$ cat config.mk
export PLATFORM = sky130hd
export DESIGN_NAME = tfls_front
export DESIGN_NICKNAME = d
export VERILOG_FILES = /design/src/hdl/tfls_pkg.sv /design/src/hdl/tfls_front.sv
export SDC_FILE = /design/constraint.sdc
export NUM_CORES = 1
export LEC_CHECK = 0
export BUFFER_PORTS_ARGS = -buffer_cell sky130_fd_sc_hd__buf_2
export CAP_MARGIN = 10
export CORE_AREA = 2 2 177 179
export DETAILED_ROUTE_END_ITERATION = 8
export DIE_AREA = 0 0 179 181
export GPL_ROUTABILITY_DRIVEN = 0
export SYNTH_ARGS = -nofsm -noshare
export SYNTH_HDL_FRONTEND = slang
export SYNTH_SLANG_ARGS = --single-unit
$ cat constraint.sdc
create_clock -name vclk -period 2.65
set_clock_uncertainty 0.1 [all_clocks]
set_input_delay 0.265 -clock vclk [all_inputs]
set_output_delay 0.265 -clock vclk [all_outputs]
set_load 0.05 [all_outputs]
$ cat src/hdl/tfls_pkg.sv
// ----------------------------------------------------------------------------
// tfls_pkg
// Shared types, constants and the flow hash for the per-flow statistics table.
// ----------------------------------------------------------------------------
package tfls_pkg;

  localparam int TABLE_ENTRIES = 1024;
  localparam int IDX_W         = $clog2(TABLE_ENTRIES);
  localparam int KEY_W         = 96;
  localparam int QUEUE_DEPTH   = 2;
  localparam int QPTR_W        = $clog2(QUEUE_DEPTH);

  localparam logic [15:0] ETH_HDR_LEN    = 16'd14;
  localparam logic [15:0] TCP_OFFSET     = 16'd34;
  localparam logic [15:0] TCP_END        = 16'd54;
  localparam logic [15:0] ETHERTYPE_IPV4 = 16'h0800;
  localparam logic [7:0]  PROTO_TCP      = 8'd6;

  typedef enum logic [3:0] {
    ST_SHORT_ETH  = 4'd0,
    ST_NOT_IPV4   = 4'd1,
    ST_SHORT_IP   = 4'd2,
    ST_NOT_TCP    = 4'd3,
    ST_SHORT_TCP  = 4'd4,
    ST_NEW_FLOW   = 4'd5,
    ST_FLOW_UPD   = 4'd6,
    ST_RX_NO_FLOW = 4'd7,
    ST_RX_ACC     = 4'd8,
    ST_TABLE_FULL = 4'd9
  } status_t;

  typedef enum logic [1:0] {
    BK_CLEAR,
    BK_IDLE,
    BK_CHECK,
    BK_UPDATE
  } bk_state_t;

  // Classified item handed from the front to the back.
  typedef struct packed {
    logic              reject;
    logic              receive;
    status_t           rej_status;
    logic [KEY_W-1:0]  key;
    logic [15:0]       flen;
    logic [63:0]       etime;
    logic [31:0]       pid;
  } req_t;

  typedef struct packed {
    logic              valid;
    logic [KEY_W-1:0]  key;
    logic [63:0]       arrival;
    logic [63:0]       dsum;
    logic [63:0]       bytes;
    logic [63:0]       pkts;
    logic [31:0]       pid;
  } entry_t;

  // Fold the 96-bit key into a table index.
  function automatic logic [IDX_W-1:0] flow_hash(input logic [KEY_W-1:0] k);
    logic [IDX_W-1:0] h;
    h = '0;
    for (int i = 0; i < KEY_W; i++) begin
      h[i % IDX_W] = h[i % IDX_W] ^ k[i];
    end
    return h;
  endfunction

endpackage

$ cat src/hdl/tfls_front.sv
// ----------------------------------------------------------------------------
// tfls_front
// Accepts input items, runs the header checks and builds the queue entry.
// ----------------------------------------------------------------------------
module tfls_front
  import tfls_pkg::*;
(
  input  logic        in_valid,
  output logic        in_ready,
  input  logic        in_operation,
  input  logic [15:0] in_ether_type,
  input  logic [7:0]  in_ip_protocol,
  input  logic [31:0] in_source_address,
  input  logic [31:0] in_dest_address,
  input  logic [15:0] in_source_port,
  input  logic [15:0] in_dst_port,
  input  logic [15:0] in_frame_length,
  input  logic [63:0] in_event_time,
  input  logic [31:0] in_process_id,
  input  logic        clearing,
  input  logic        q_full,
  output logic        push,
  output req_t        push_data
);

  assign in_ready = !clearing && !q_full;
  assign push     = in_valid && in_ready;

  always_comb begin
    push_data.receive    = in_operation;
    push_data.key        = {in_source_address, in_dest_address,
                            in_source_port, in_dst_port};
    push_data.flen       = in_frame_length;
    push_data.etime      = in_event_time;
    push_data.pid        = in_process_id;
    push_data.reject     = 1'b0;
    push_data.rej_status = ST_SHORT_ETH;
    // Check order follows the header layout.
    if (!in_operation) begin
      if (in_frame_length < ETH_HDR_LEN) begin
        push_data.reject = 1'b1;
        push_data.rej_status = ST_SHORT_ETH;
      end else if (in_ether_type != ETHERTYPE_IPV4) begin
        push_data.reject = 1'b1;
        push_data.rej_status = ST_NOT_IPV4;
      end else if (in_frame_length < TCP_OFFSET) begin
        push_data.reject = 1'b1;
        push_data.rej_status = ST_SHORT_IP;
      end else if (in_ip_protocol != PROTO_TCP) begin
        push_data.reject = 1'b1;
        push_data.rej_status = ST_NOT_TCP;
      end else if (in_frame_length < TCP_END) begin
        push_data.reject = 1'b1;
        push_data.rej_status = ST_SHORT_TCP;
      end
    end
  end

endmodule

==> results list <==
- Outcome: completed
- Placement Rows: 64
* Final Slew Violations: 0
* Total wire length: 6.82 mm
- Synthesized netlist net count: 474
* Final Hold Vio Count: 0
- Residual antenna-violating net count after detailed routing: 0
- Setup violations remaining at the end of the flow were counted as 0.
- The number of gates resized after CTS was 0.
- DR pass1 iterations: 3
* I/O pin total: 452
- Buffer count from post-CTS setup fixing: 0
* Initial antenna violation count: 2
- Of the synthesized area, sequential elements account for 0.
* Die height: 181 µm
- Post-synth top cells: sky130_fd_sc_hd__buf_4 (210), sky130_fd_sc_hd__nand2_1 (3), sky130_fd_sc_hd__nor2_1 (3), sky130_fd_sc_hd__nor4_1 (3)
* Combined flip-flop and latch cell area: 0 µm²
- Of the post-synthesis cell area, the dominant cell type holds 0.867.
- In this run the worst path has a maximum fanout of 3.
- The share of total power dissipated in sequential elements is 0.
- The worst hold path was traced through 0 stages.
- Post-layout minimum cycle time: 2.03 ns
* Least setup slack across all paths after layout: 0.616 ns
- Derived from the worst setup path, the maximum achievable clock frequency is 492 MHz.
* Half-perimeter wire length after detailed placement: 6.06 mm
* Post-synthesis cell type count: 21
- The worst hold path terminates at push_data[131].
- Global-route usage over all layers: 0.0353
- Synthesized netlist cell count: 238
- The mapped netlist covers 1820 µm².
* Clock network fraction of total power: 0
- The analysis attributes to cell leakage a power of 0.321 nW.
* Net Sw Frac: 0.694
* First-pass GRT wire length: 7.49 mm
- Chip width: 179 µm
- Sorting the synthesized cells by area gives the leading types as sky130_fd_sc_hd__buf_4 (87%), sky130_fd_sc_hd__nor4_4 (2.3%), sky130_fd_sc_hd__nor4b_2 (1.7%).
- Via count of the first global-routing pass: 913
- Internal power comes to 0.0399 mW.
- VDD sags by at most 0.0322 mV.
- Detailed-route wire length per cell: 13.9 µm
- At the worst endpoint, the required time is 2.29 ns.
- Yosys printed 0 warnings.
- Detailed Route Iter0 Violations: 8
- The die covers 32400 µm².
* Final critical-path share of the clock period: 0.768
* Avg Vias per Cell: 1.84
* Post-Syn Area per Cell: 7.64 µm²
- Path category of the worst min-delay check: in2out
- Most used standard cell by instance count after synthesis: sky130_fd_sc_hd__buf_4
* Share of post-route cells with drive strength above 1: 0.785
- Count of unresolved DRC violations after routing: 0
- For this design, the CTS-stage hold fixing added 0 buffers.
- Max-cap violations in this run came to 0.
* Worst Path Class, Setup: in2out
* Flip-flop and latch count: 0
- The filler cells instantiated in the layout total 3609.
- Hold wc startpoint: in_source_port[3]
- Initial core utilization: 0.0599
- Buffers placed on the I/O ports in this run total 65.
- Unrepaired setup endpoints after global routing: false
* Total number of vias: 904
* Crit start category: input port
* Grt total ovfl: 0
- In this run the power spent charging and discharging nets is 0.0906 mW.
- STA classifies the critical path endpoint as a primary output.
- Signed area change from the synthesized netlist to the final layout: -41.4%
* Part of the power in combinational logic: 1.000
- Ratio of total power to cell area: 122 nW/µm²
* Count of clock buffers in the final design: 0
- The floorplan step defined a core boundary enclosing 30300 µm².
- Entering global routing, the biggest net connects 5 pins.
- Cell type contributing the most total cell area after synthesis: sky130_fd_sc_hd__buf_4
- Fin Setup TNS: 0 ns
- Setup Slack @ Placement: 0.542 ns
* Final net count: 331
- Worst Path Arrival: 1.67 ns
==> power by group through the flow <==
stage | logic, mW | clock network, mW | registers, mW
floorplan | 0.876 | 0 | 0
global placement | 0.131 | 0 | 0
detailed placement | 0.132 | 0 | 0
CTS | 0.132 | 0 | 0
global route | 0.139 | 0 | 0
finish | 0.131 | 0.0000000509 | 0
==> worst max-delay path, cell delays in order <==
cell	delay, ns
sky130_fd_sc_hd__buf_2	0.12
sky130_fd_sc_hd__nor4_4	0.38
sky130_fd_sc_hd__nand4_1	0.19
sky130_fd_sc_hd__nor2b_1	0.19
sky130_fd_sc_hd__nor2_1	0.21
sky130_fd_sc_hd__buf_2	0.31
==> cells in the final DEF, fill, tap and decap left out <==
| cell type | count |
|---|---|
| sky130_fd_sc_hd__a21boi_0 | 1 |
| sky130_fd_sc_hd__a21oi_1 | 1 |
| sky130_fd_sc_hd__a311oi_1 | 1 |
| sky130_fd_sc_hd__a31oi_1 | 1 |
| sky130_fd_sc_hd__a41oi_2 | 1 |
| sky130_fd_sc_hd__and2_1 | 1 |
| sky130_fd_sc_hd__and4_1 | 1 |
| sky130_fd_sc_hd__buf_2 | 65 |
| sky130_fd_sc_hd__conb_1 | 1 |
| sky130_fd_sc_hd__diode_2 | 1 |
| sky130_fd_sc_hd__nand2_1 | 3 |
| sky130_fd_sc_hd__nand2_2 | 1 |
| sky130_fd_sc_hd__nand4_1 | 1 |
| sky130_fd_sc_hd__nor2_1 | 3 |
| sky130_fd_sc_hd__nor2b_1 | 1 |
| sky130_fd_sc_hd__nor4_1 | 3 |
| sky130_fd_sc_hd__nor4_2 | 1 |
| sky130_fd_sc_hd__nor4_4 | 2 |
| sky130_fd_sc_hd__nor4b_2 | 2 |
| sky130_fd_sc_hd__nor4bb_1 | 1 |
| sky130_fd_sc_hd__o2111ai_1 | 1 |
| sky130_fd_sc_hd__o41ai_2 | 1 |
==> metrics by stage <==
stage | instance area [µm²] | instances | hold slack [ns] | total power [mW] | util
floorplan | 1820 | 238 | 0.597 | 0.876 | -
global placement | 1060 | 489 | 0.430 | 0.131 | 0.0350
detailed placement | 1060 | 489 | 0.430 | 0.132 | 0.0350
CTS | 1060 | 489 | 0.430 | 0.132 | 0.0350
global route | 1060 | 489 | 0.430 | 0.139 | 0.0350
finish | 1070 | 490 | 0.430 | 0.131 | 0.0351
==> final cells by class <==
type	instances	area [µm²]	share of cell area
diodes	1	2.50	0.00235
multi-input cells	28	243	0.228
well taps	396	495	0.465
repair buffers	65	325	0.305
==> how the worst max path moves through the flow <==
stage                   startpoint             end
2_1_floorplan     in_ether_type[2]  push_data[210]
3_3_place_gp   in_frame_length[13]  push_data[209]
3_5_place_dp   in_frame_length[13]  push_data[209]
4_1_cts        in_frame_length[13]  push_data[209]
5_1_grt           in_ether_type[1]  push_data[210]
6_report       in_frame_length[13]  push_data[209]
==> cell families (layout without fill, tap and decap cells) <==
kind of cell	Yosys count	in the layout	synth area share
other cells	1	2	0.00206
compound gates	7	7	0.0378
simple gates	20	20	0.0935
buf+inv	210	65	0.867
==> metal layers <==
layer	global-route usage	routed length, µm	vias up	share of wire
met5	0.0123	70	-	0.010
met4	0.0491	997	4	0.15
met3	0.0404	1920	112	0.28
met2	0.0582	2960	211	0.43
met1	0.00988	862	323	0.13
li1	-	-	254	-
No activity file was read; power rests on OpenSTA's default activity.
