## src/hdl/tfls_pkg.sv

```systemverilog
// ----------------------------------------------------------------------------
// tfls_pkg
// Shared types, constants and the flow hash for the per-flow statistics table.
// ----------------------------------------------------------------------------
package tfls_pkg;

  localparam int TABLE_ENTRIES = 1024;
  localparam int IDX_W         = $clog2(TABLE_ENTRIES);
  localparam int KEY_W         = 96;
  localparam int QUEUE_DEPTH   = 2;
  localparam int QPTR_W        = $clog2(QUEUE_DEPTH);

  localparam logic [15:0] ETH_HDR_LEN    = 16'd14;
  localparam logic [15:0] TCP_OFFSET     = 16'd34;
  localparam logic [15:0] TCP_END        = 16'd54;
  localparam logic [15:0] ETHERTYPE_IPV4 = 16'h0800;
  localparam logic [7:0]  PROTO_TCP      = 8'd6;

  typedef enum logic [3:0] {
    ST_SHORT_ETH  = 4'd0,
    ST_NOT_IPV4   = 4'd1,
    ST_SHORT_IP   = 4'd2,
    ST_NOT_TCP    = 4'd3,
    ST_SHORT_TCP  = 4'd4,
    ST_NEW_FLOW   = 4'd5,
    ST_FLOW_UPD   = 4'd6,
    ST_RX_NO_FLOW = 4'd7,
    ST_RX_ACC     = 4'd8,
    ST_TABLE_FULL = 4'd9
  } status_t;

  typedef enum logic [1:0] {
    BK_CLEAR,
    BK_IDLE,
    BK_CHECK,
    BK_UPDATE
  } bk_state_t;

  // Classified item handed from the front to the back.
  typedef struct packed {
    logic              reject;
    logic              receive;
    status_t           rej_status;
    logic [KEY_W-1:0]  key;
    logic [15:0]       flen;
    logic [63:0]       etime;
    logic [31:0]       pid;
  } req_t;

  typedef struct packed {
    logic              valid;
    logic [KEY_W-1:0]  key;
    logic [63:0]       arrival;
    logic [63:0]       dsum;
    logic [63:0]       bytes;
    logic [63:0]       pkts;
    logic [31:0]       pid;
  } entry_t;

  // Fold the 96-bit key into a table index.
  function automatic logic [IDX_W-1:0] flow_hash(input logic [KEY_W-1:0] k);
    logic [IDX_W-1:0] h;
    h = '0;
    for (int i = 0; i < KEY_W; i++) begin
      h[i % IDX_W] = h[i % IDX_W] ^ k[i];
    end
    return h;
  endfunction

endpackage

```

## src/hdl/tfls_queue.sv

```systemverilog
// ----------------------------------------------------------------------------
// tfls_queue
// Short queue that decouples the front from the table engine.
// ----------------------------------------------------------------------------
module tfls_queue
  import tfls_pkg::*;
(
  input  logic clk,
  input  logic rst_n,
  input  logic push,
  input  req_t push_data,
  input  logic pop,
  output logic q_full,
  output logic q_valid,
  output req_t q_data
);

  req_t              mem_r [QUEUE_DEPTH];
  logic [QPTR_W-1:0] wr_ptr_r;
  logic [QPTR_W-1:0] rd_ptr_r;
  logic [QPTR_W:0]   count_r;

  assign q_full  = (count_r == (QPTR_W+1)'(QUEUE_DEPTH));
  assign q_valid = (count_r != '0);
  assign q_data  = mem_r[rd_ptr_r];

  always_ff @(posedge clk) begin
    if (push) begin
      mem_r[wr_ptr_r] <= push_data;
    end
  end

  always_ff @(posedge clk) begin
    if (!rst_n) begin
      wr_ptr_r <= '0;
      rd_ptr_r <= '0;
      count_r  <= '0;
    end else begin
      if (push) begin
        wr_ptr_r <= (wr_ptr_r == QPTR_W'(QUEUE_DEPTH-1)) ? '0 : wr_ptr_r + 1'b1;
      end
      if (pop) begin
        rd_ptr_r <= (rd_ptr_r == QPTR_W'(QUEUE_DEPTH-1)) ? '0 : rd_ptr_r + 1'b1;
      end
      case ({push, pop})
        2'b10:   count_r <= count_r + 1'b1;
        2'b01:   count_r <= count_r - 1'b1;
        default: count_r <= count_r;
      endcase
    end
  end

endmodule

```

## config.mk

```make
export PLATFORM = sky130hd
export DESIGN_NAME = tfls_queue
export DESIGN_NICKNAME = d
export VERILOG_FILES = /design/src/hdl/tfls_pkg.sv /design/src/hdl/tfls_queue.sv
export SDC_FILE = /design/constraint.sdc
export NUM_CORES = 1
export LEC_CHECK = 0
export BUFFER_PORTS_ARGS = -buffer_cell sky130_fd_sc_hd__buf_4
export CORE_UTILIZATION = 55
export CTS_CLUSTER_DIAMETER = 100
export DETAILED_ROUTE_END_ITERATION = 7
export PLACE_DENSITY_LB_ADDON = 0.05
export SETUP_SLACK_MARGIN = 0.5
export SLEW_MARGIN = 20
export SYNTH_ARGS = -nofsm -noshare
export SYNTH_HDL_FRONTEND = slang
export SYNTH_SLANG_ARGS = --single-unit
```

## constraint.sdc

```tcl
create_clock -name clk -period 21.3 [get_ports clk]
set_input_delay 1.065 -clock clk [delete_from_list [all_inputs] [get_ports clk]]
set_output_delay 1.065 -clock clk [all_outputs]
set_load 0.05 [all_outputs]
```

==> results_dict.tcl, run 1 <==
set metrics [dict create \
    syn_nets 907 \
    postCtsHoldBufs 0 \
    clock_latency_ps 520 \
    min_period_over_period 0.202 \
    final_common_cell "buf_4" \
    peakVddDrop_uv 78.2 \
    r2r_start "wr_ptr_r" \
    ant_nets 0 \
    period_needed_ps 4300 \
    synth_cells 688 \
    max_slew_margin 0.304 \
    initial_core_util 0.564 \
    placed_cells_incl_taps 1488 \
    ioPinCount 434 \
    synth-adder-area-share 0.000767 \
    num_rows 62 \
    grt_pass1_wl_um 48300 \
    status "finished clean" \
    leakagePower_uw 0.00828 \
    switching_share 0.260 \
    p_comb_frac 0.182 \
    ys_seq_area_frac 0.794 \
    required_ps 20240 \
    clk_pin_slew_ps 60 \
    drc 0 \
    startpoint_type "flip-flop" \
    overflow 0 \
    die_w_um 174 \
    yosys_warnings 0 \
    finalMaxSlewViolations 0 \
    hold_viol 0 \
    io_buffers 433 \
    antenna_found_initial 4 \
    p_int_uw 1530 \
    final_cell_mix "buf_4, edfxtp_1, mux2_4" \
    grt_max_degree 154 \
    post-cts-setup-buffer-count 0 \
    htree_levels 2 \
    cts_buffers 43 \
    slowest_delay_ps 1030 \
    p_sw_uw 537 \
    crit_fanout 95 \
    synth_top_family_by_area "multiplexers" \
    cts_tree "done" \
    cts_resized 0 \
    pre_cts_ws_ps 17310 \
    yosys.area_share.simple 0.00337 \
    fp.dieArea_um2 30400 \
    core_area_um2 28900 \
    arrival_ps 3240 \
    place_congestion 0.740 \
    die_h_um 174 \
    synth_xor_area_frac 0.00161 \
    r2r_slack_ps 18250 \
    maxCapViolCount 0 \
    finalNonFillerCells 1570 \
    fin_skew_ps 12.4 \
    final_layout_size_suffix_gt1_frac 0.603 \
    seq_power_share 0.485 \
    synth-compound-area-share 0.00123 \
    via_count 7989 \
    syn_area_um2 16300 \
    drtPass1Iterations 4 \
    wl_um 33000 \
    grt_usage 0.215 \
    timing.fmax_mhz 232 \
    worst_slack_ps 17000 \
    avgSynthCellArea_um2 23.7 \
    clock_path_buffers 3 \
    power_density_nw_per_um2 97.3 \
    root_buffer "clkbuf_16" \
    viasPerCell 5.09 \
    crit_type "reg -> out" \
    rsz0062_at_grt "no" \
    pwr-share-clk 0.332 \
    dp_hpwl_um 22400 \
    synth_seq_cells 433 \
    synth.distinct_cells 19 \
    tns_ps 0 \
    end_kind "output port" \
    fin_nets 1369 \
    synth_mux_area_frac 0.184 \
    finalSetupViolations 0 \
    utilization 0.733 \
    tightest_slew_ps 1040 \
    wire_per_inst_um 21.0 \
    worstHoldStart "count_r[1]" \
    hp-class "reg -> reg" \
    path_cells "buf_12, buf_16, mux2_4, buf_4" \
    slowest_stage "dfxtp_4" \
    initialDrtViolationCount 439 \
    grt_pass1_vias 8277 \
    cts_sinks 433 \
    syn2layout_area_growth_pct 30.0 \
]
Yosys cell counts:
master	number	area, um^2
xnor2_1	2	17.5
nor2_1	1	3.75
dfxtp_1	5	100
or2_2	1	6.26
edfxtp_1	428	12900
mux2_4	160	2400
and2b_1	1	7.51
mux2_2	54	608
o21ai_0	1	5.00
nor2b_1	1	6.26
buf_6	19	214
and2_1	4	25.0
a21boi_1	1	7.51
inv_1	1	3.75
xor2_1	1	8.76
or3_1	1	6.26
buf_2	5	25.0
o21a_1	1	7.51
ha_1	1	12.5
per-layer routing:
metal	share of wire	GRT usage	wire length, um
met5	0.00052	0	17
met3	0.090	0.0731	2960
met1	0.35	0.241	11600
met2	0.53	0.382	17600
met4	0.024	0.0683	804
state kept, by name, summed over array words and instances (netlist names), named ones only:
signal	cells
mem_r	428
count_r	2
rd_ptr_r	1
wr_ptr_r	1
path summary, 6_finish.rpt:
path                  end  cells past startpoint
max           q_data[179]                      4
min            count_r[1]                      2
max reg2reg  mem_r[0][14]                      3
min reg2reg    count_r[1]                      2
cell type report:
| class | instances | area (um^2) |
|---|---|---|
| Antenna cell | 3 | 7.51 |
| Clock buffer | 67 | 1240 |
| Clock inverter | 11 | 48.8 |
| Fill cell | 1751 | 7720 |
| Inverter | 1 | 3.75 |
| Multi-Input combinational cell | 230 | 3130 |
| Sequential cell | 433 | 13000 |
| Tap cell | 384 | 480 |
| Timing Repair Buffer | 441 | 3340 |
power by group through the flow:
stage,clock (uW),sequential [uW],combinational (uW)
finish,687,1000,376
CTS,702,1000,379
detailed placement,0,1020,379
floorplan,0,1020,268
global placement,0,1020,376
global route,734,1010,390
worst max-delay path: cells and delay by family (launching register included):
family / cells / cell delay [ps]
mux: 1 / 370
buf+inv: 3 / 1180
flops: 1 / 1030
cells by family after synthesis:
| logic type | after synthesis |
|---|---|
| adder cells (fa/ha/maj) | 1 |
| multiplexers | 214 |
| AO/OA/AOI/OAI | 3 |
| flip-flops | 433 |
| XOR/XNOR | 3 |
| buffers and inverters | 25 |
| AND/OR/NAND/NOR | 9 |
per-stage QoR:
step                      cell area [um^2]  power [uW]  hold WS [ps]
after floorplan                      16300        1290           461
after CTS                            21200        2080           520
after global routing                 21200        2130           540
after detailed placement             19900        1400           511
final                                21200        2060           522
after global placement               19900        1390           483
Note: power is estimated with default switching activity, not from simulation.
==> run 2, diff against run 1 <==
--- a/config.mk
+++ b/config.mk
@@ -6,7 +6,7 @@
 export NUM_CORES = 1
 export LEC_CHECK = 0
 export BUFFER_PORTS_ARGS = -buffer_cell sky130_fd_sc_hd__buf_4
-export CORE_UTILIZATION = 55
+export CORE_UTILIZATION = 47
 export CTS_CLUSTER_DIAMETER = 100
 export DETAILED_ROUTE_END_ITERATION = 7
 export PLACE_DENSITY_LB_ADDON = 0.05
==> constraint.sdc (replaced) <==
create_clock -name clk -period 3.85 [get_ports clk]
set_input_delay 0.1925 -clock clk [delete_from_list [all_inputs] [get_ports clk]]
set_output_delay 0.1925 -clock clk [all_outputs]
set_load 0.05 [all_outputs]
==> run 2 against run 1 <==
  * Clock power rose to 6.1 times the previous value
  * Critical path depth fell by 1
  * Worst setup slack got worse by 16000 ps
  * Power rose to 5.8 times the previous value
  * Via count rose by 10%
  * Sequential cell count did not move
  * Clock skew rose by 2.4 ps
  * First-iteration DRC count fell by 16%
  * Non-clock buffer count rose by 220
  * Sequential share of layout area fell by 6.4 points
  * Register-to-register slack got worse by 16000 ps
  * Clock-buffer cell count fell by 8
  * Largest power group unchanged
==> results_dict.tcl, run 2 (synthesis gave the netlist of run 1 again) <==
set metrics [dict create \
    status "finished clean" \
    grt_pass1_wl_um 52900 \
    hold_path_end "rd_ptr_r" \
    cts_resized 0 \
    wl_um 35400 \
    grt_max_degree 98 \
    ant_nets 0 \
    syn2layout_area_growth_pct 45.1 \
    hp-class "in -> reg" \
    placed_cells_incl_taps 1557 \
    r2r_cells 4 \
    cts_tree "done" \
    hold_depth 3 \
    final_common_cell "buf_4" \
    tightest_slew_ps 658 \
    final_cell_mix "buf_4, edfxtp_1, dlygate4sd3_1" \
    die_w_um 188 \
    htree_levels 2 \
    grt_pass1_vias 9505 \
    finalSetupViolations 0 \
    drc 0 \
    tns_ps 0 \
    timing.fmax_mhz 373 \
    worst_slack_ps 1170 \
    initial_core_util 0.482 \
    r2r_start "wr_ptr_r" \
    crit_type "reg -> out" \
    ioPinCount 434 \
    fin_nets 1590 \
    r2r_slack_ps 2010 \
    rsz0062_at_grt "no" \
    slowest_stage "dfxtp_4" \
    fp.dieArea_um2 35500 \
    num_rows 67 \
    crit_fanout 38 \
    min_period_over_period 0.697 \
    via_count 8811 \
    clock_latency_ps 520 \
    end_kind "output port" \
    root_buffer "clkbuf_16" \
    required_ps 3660 \
    core_area_um2 33900 \
    place_congestion 0.732 \
    fin_skew_ps 14.8 \
    finalMaxSlewViolations 0 \
    finalNonFillerCells 1854 \
    die_h_um 188 \
    path_common_cell "buf_4" \
    slowest_delay_ps 770 \
    startpoint_type "flip-flop" \
    cts_buffers 44 \
    final_layout_size_suffix_gt1_frac 0.516 \
    io_buffers 433 \
    cts_sinks 433 \
    arrival_ps 2490 \
    worstHoldStart "pop" \
    antenna_found_initial 3 \
    max_slew_margin 0.561 \
    drtPass1Iterations 4 \
    power_density_nw_per_um2 509 \
    hold_viol 0 \
    pre_cts_ws_ps 1680 \
    clk_pin_slew_ps 60 \
    overflow 0 \
    leakagePower_uw 0.00929 \
    reg_top3 "mem_r (428), count_r (2)" \
    peakVddDrop_uv 497 \
    maxCapViolCount 0 \
    r2r-end "wr_ptr_r" \
    viasPerCell 4.75 \
    clock_path_buffers 3 \
    postCtsHoldBufs 216 \
    dp_hpwl_um 23000 \
    p_total_uw 12100 \
    largest_register_ff_count 428 \
    initialDrtViolationCount 370 \
    period_needed_ps 2680 \
    grt_usage 0.196 \
    path_cells "buf_4, mux2_2, buf_4" \
    regMostFlops "mem_r" \
    post-cts-setup-buffer-count 0 \
    wire_per_inst_um 19.1 \
]
-- run 2: how the worst max path moves through the flow --
stage	startpoint	end	slack, ps	cells past startpoint
after floorplan	wr_ptr_r	mem_r[0][0]	-40	1
after global placement	flip-flop	q_data[202]	1720	3
after detailed placement	flip-flop	q_data[203]	1680	3
after CTS	flip-flop	q_data[203]	1120	3
after global routing	flip-flop	q_data[203]	1050	3
final	flip-flop	q_data[203]	1170	3
-- run 2: area by class of cell --
cell class	count	area [um^2]
flip-flops and latches	433	13000
fillers	2245	10200
repair buffers	661	5580
multi-input cells	230	3130
clock buffers	59	1200
well taps	448	561
clock inverters	20	241
diodes	2	5.00
inverters	1	3.75
-- run 2: critical path, delay by kind of cell (launching register included) --
kind                   cells  cell delay [ps]
flip-flops                 1              770
buffers and inverters      2              740
multiplexers               1              410
-- run 2: report_power, final --
group / leakage [uW] / switching (uW) / internal (uW)
registers: 0.00406 / 74.0 / 5450
clock network: 0.000706 / 1650 / 2580
logic: 0.00452 / 1360 / 941
-- run 2: per-layer routing --
layer  up-vias  wire length (um)  global-route usage
met5         -                13                   0
met4         2              1040              0.0645
li1       4108                 -                   -
met1      4308             13000               0.222
met2       328             18200               0.348
met3        65              3070              0.0635
-- run 2: per-stage QoR --
stage                     area, um^2   util  hold WS, ps
after floorplan                16300      -          291
after global placement         20100  0.593          377
after detailed placement       20100  0.593          380
after CTS                      23700  0.699         8.14
after global routing           23700  0.699         28.1
final                          23700  0.699         30.7
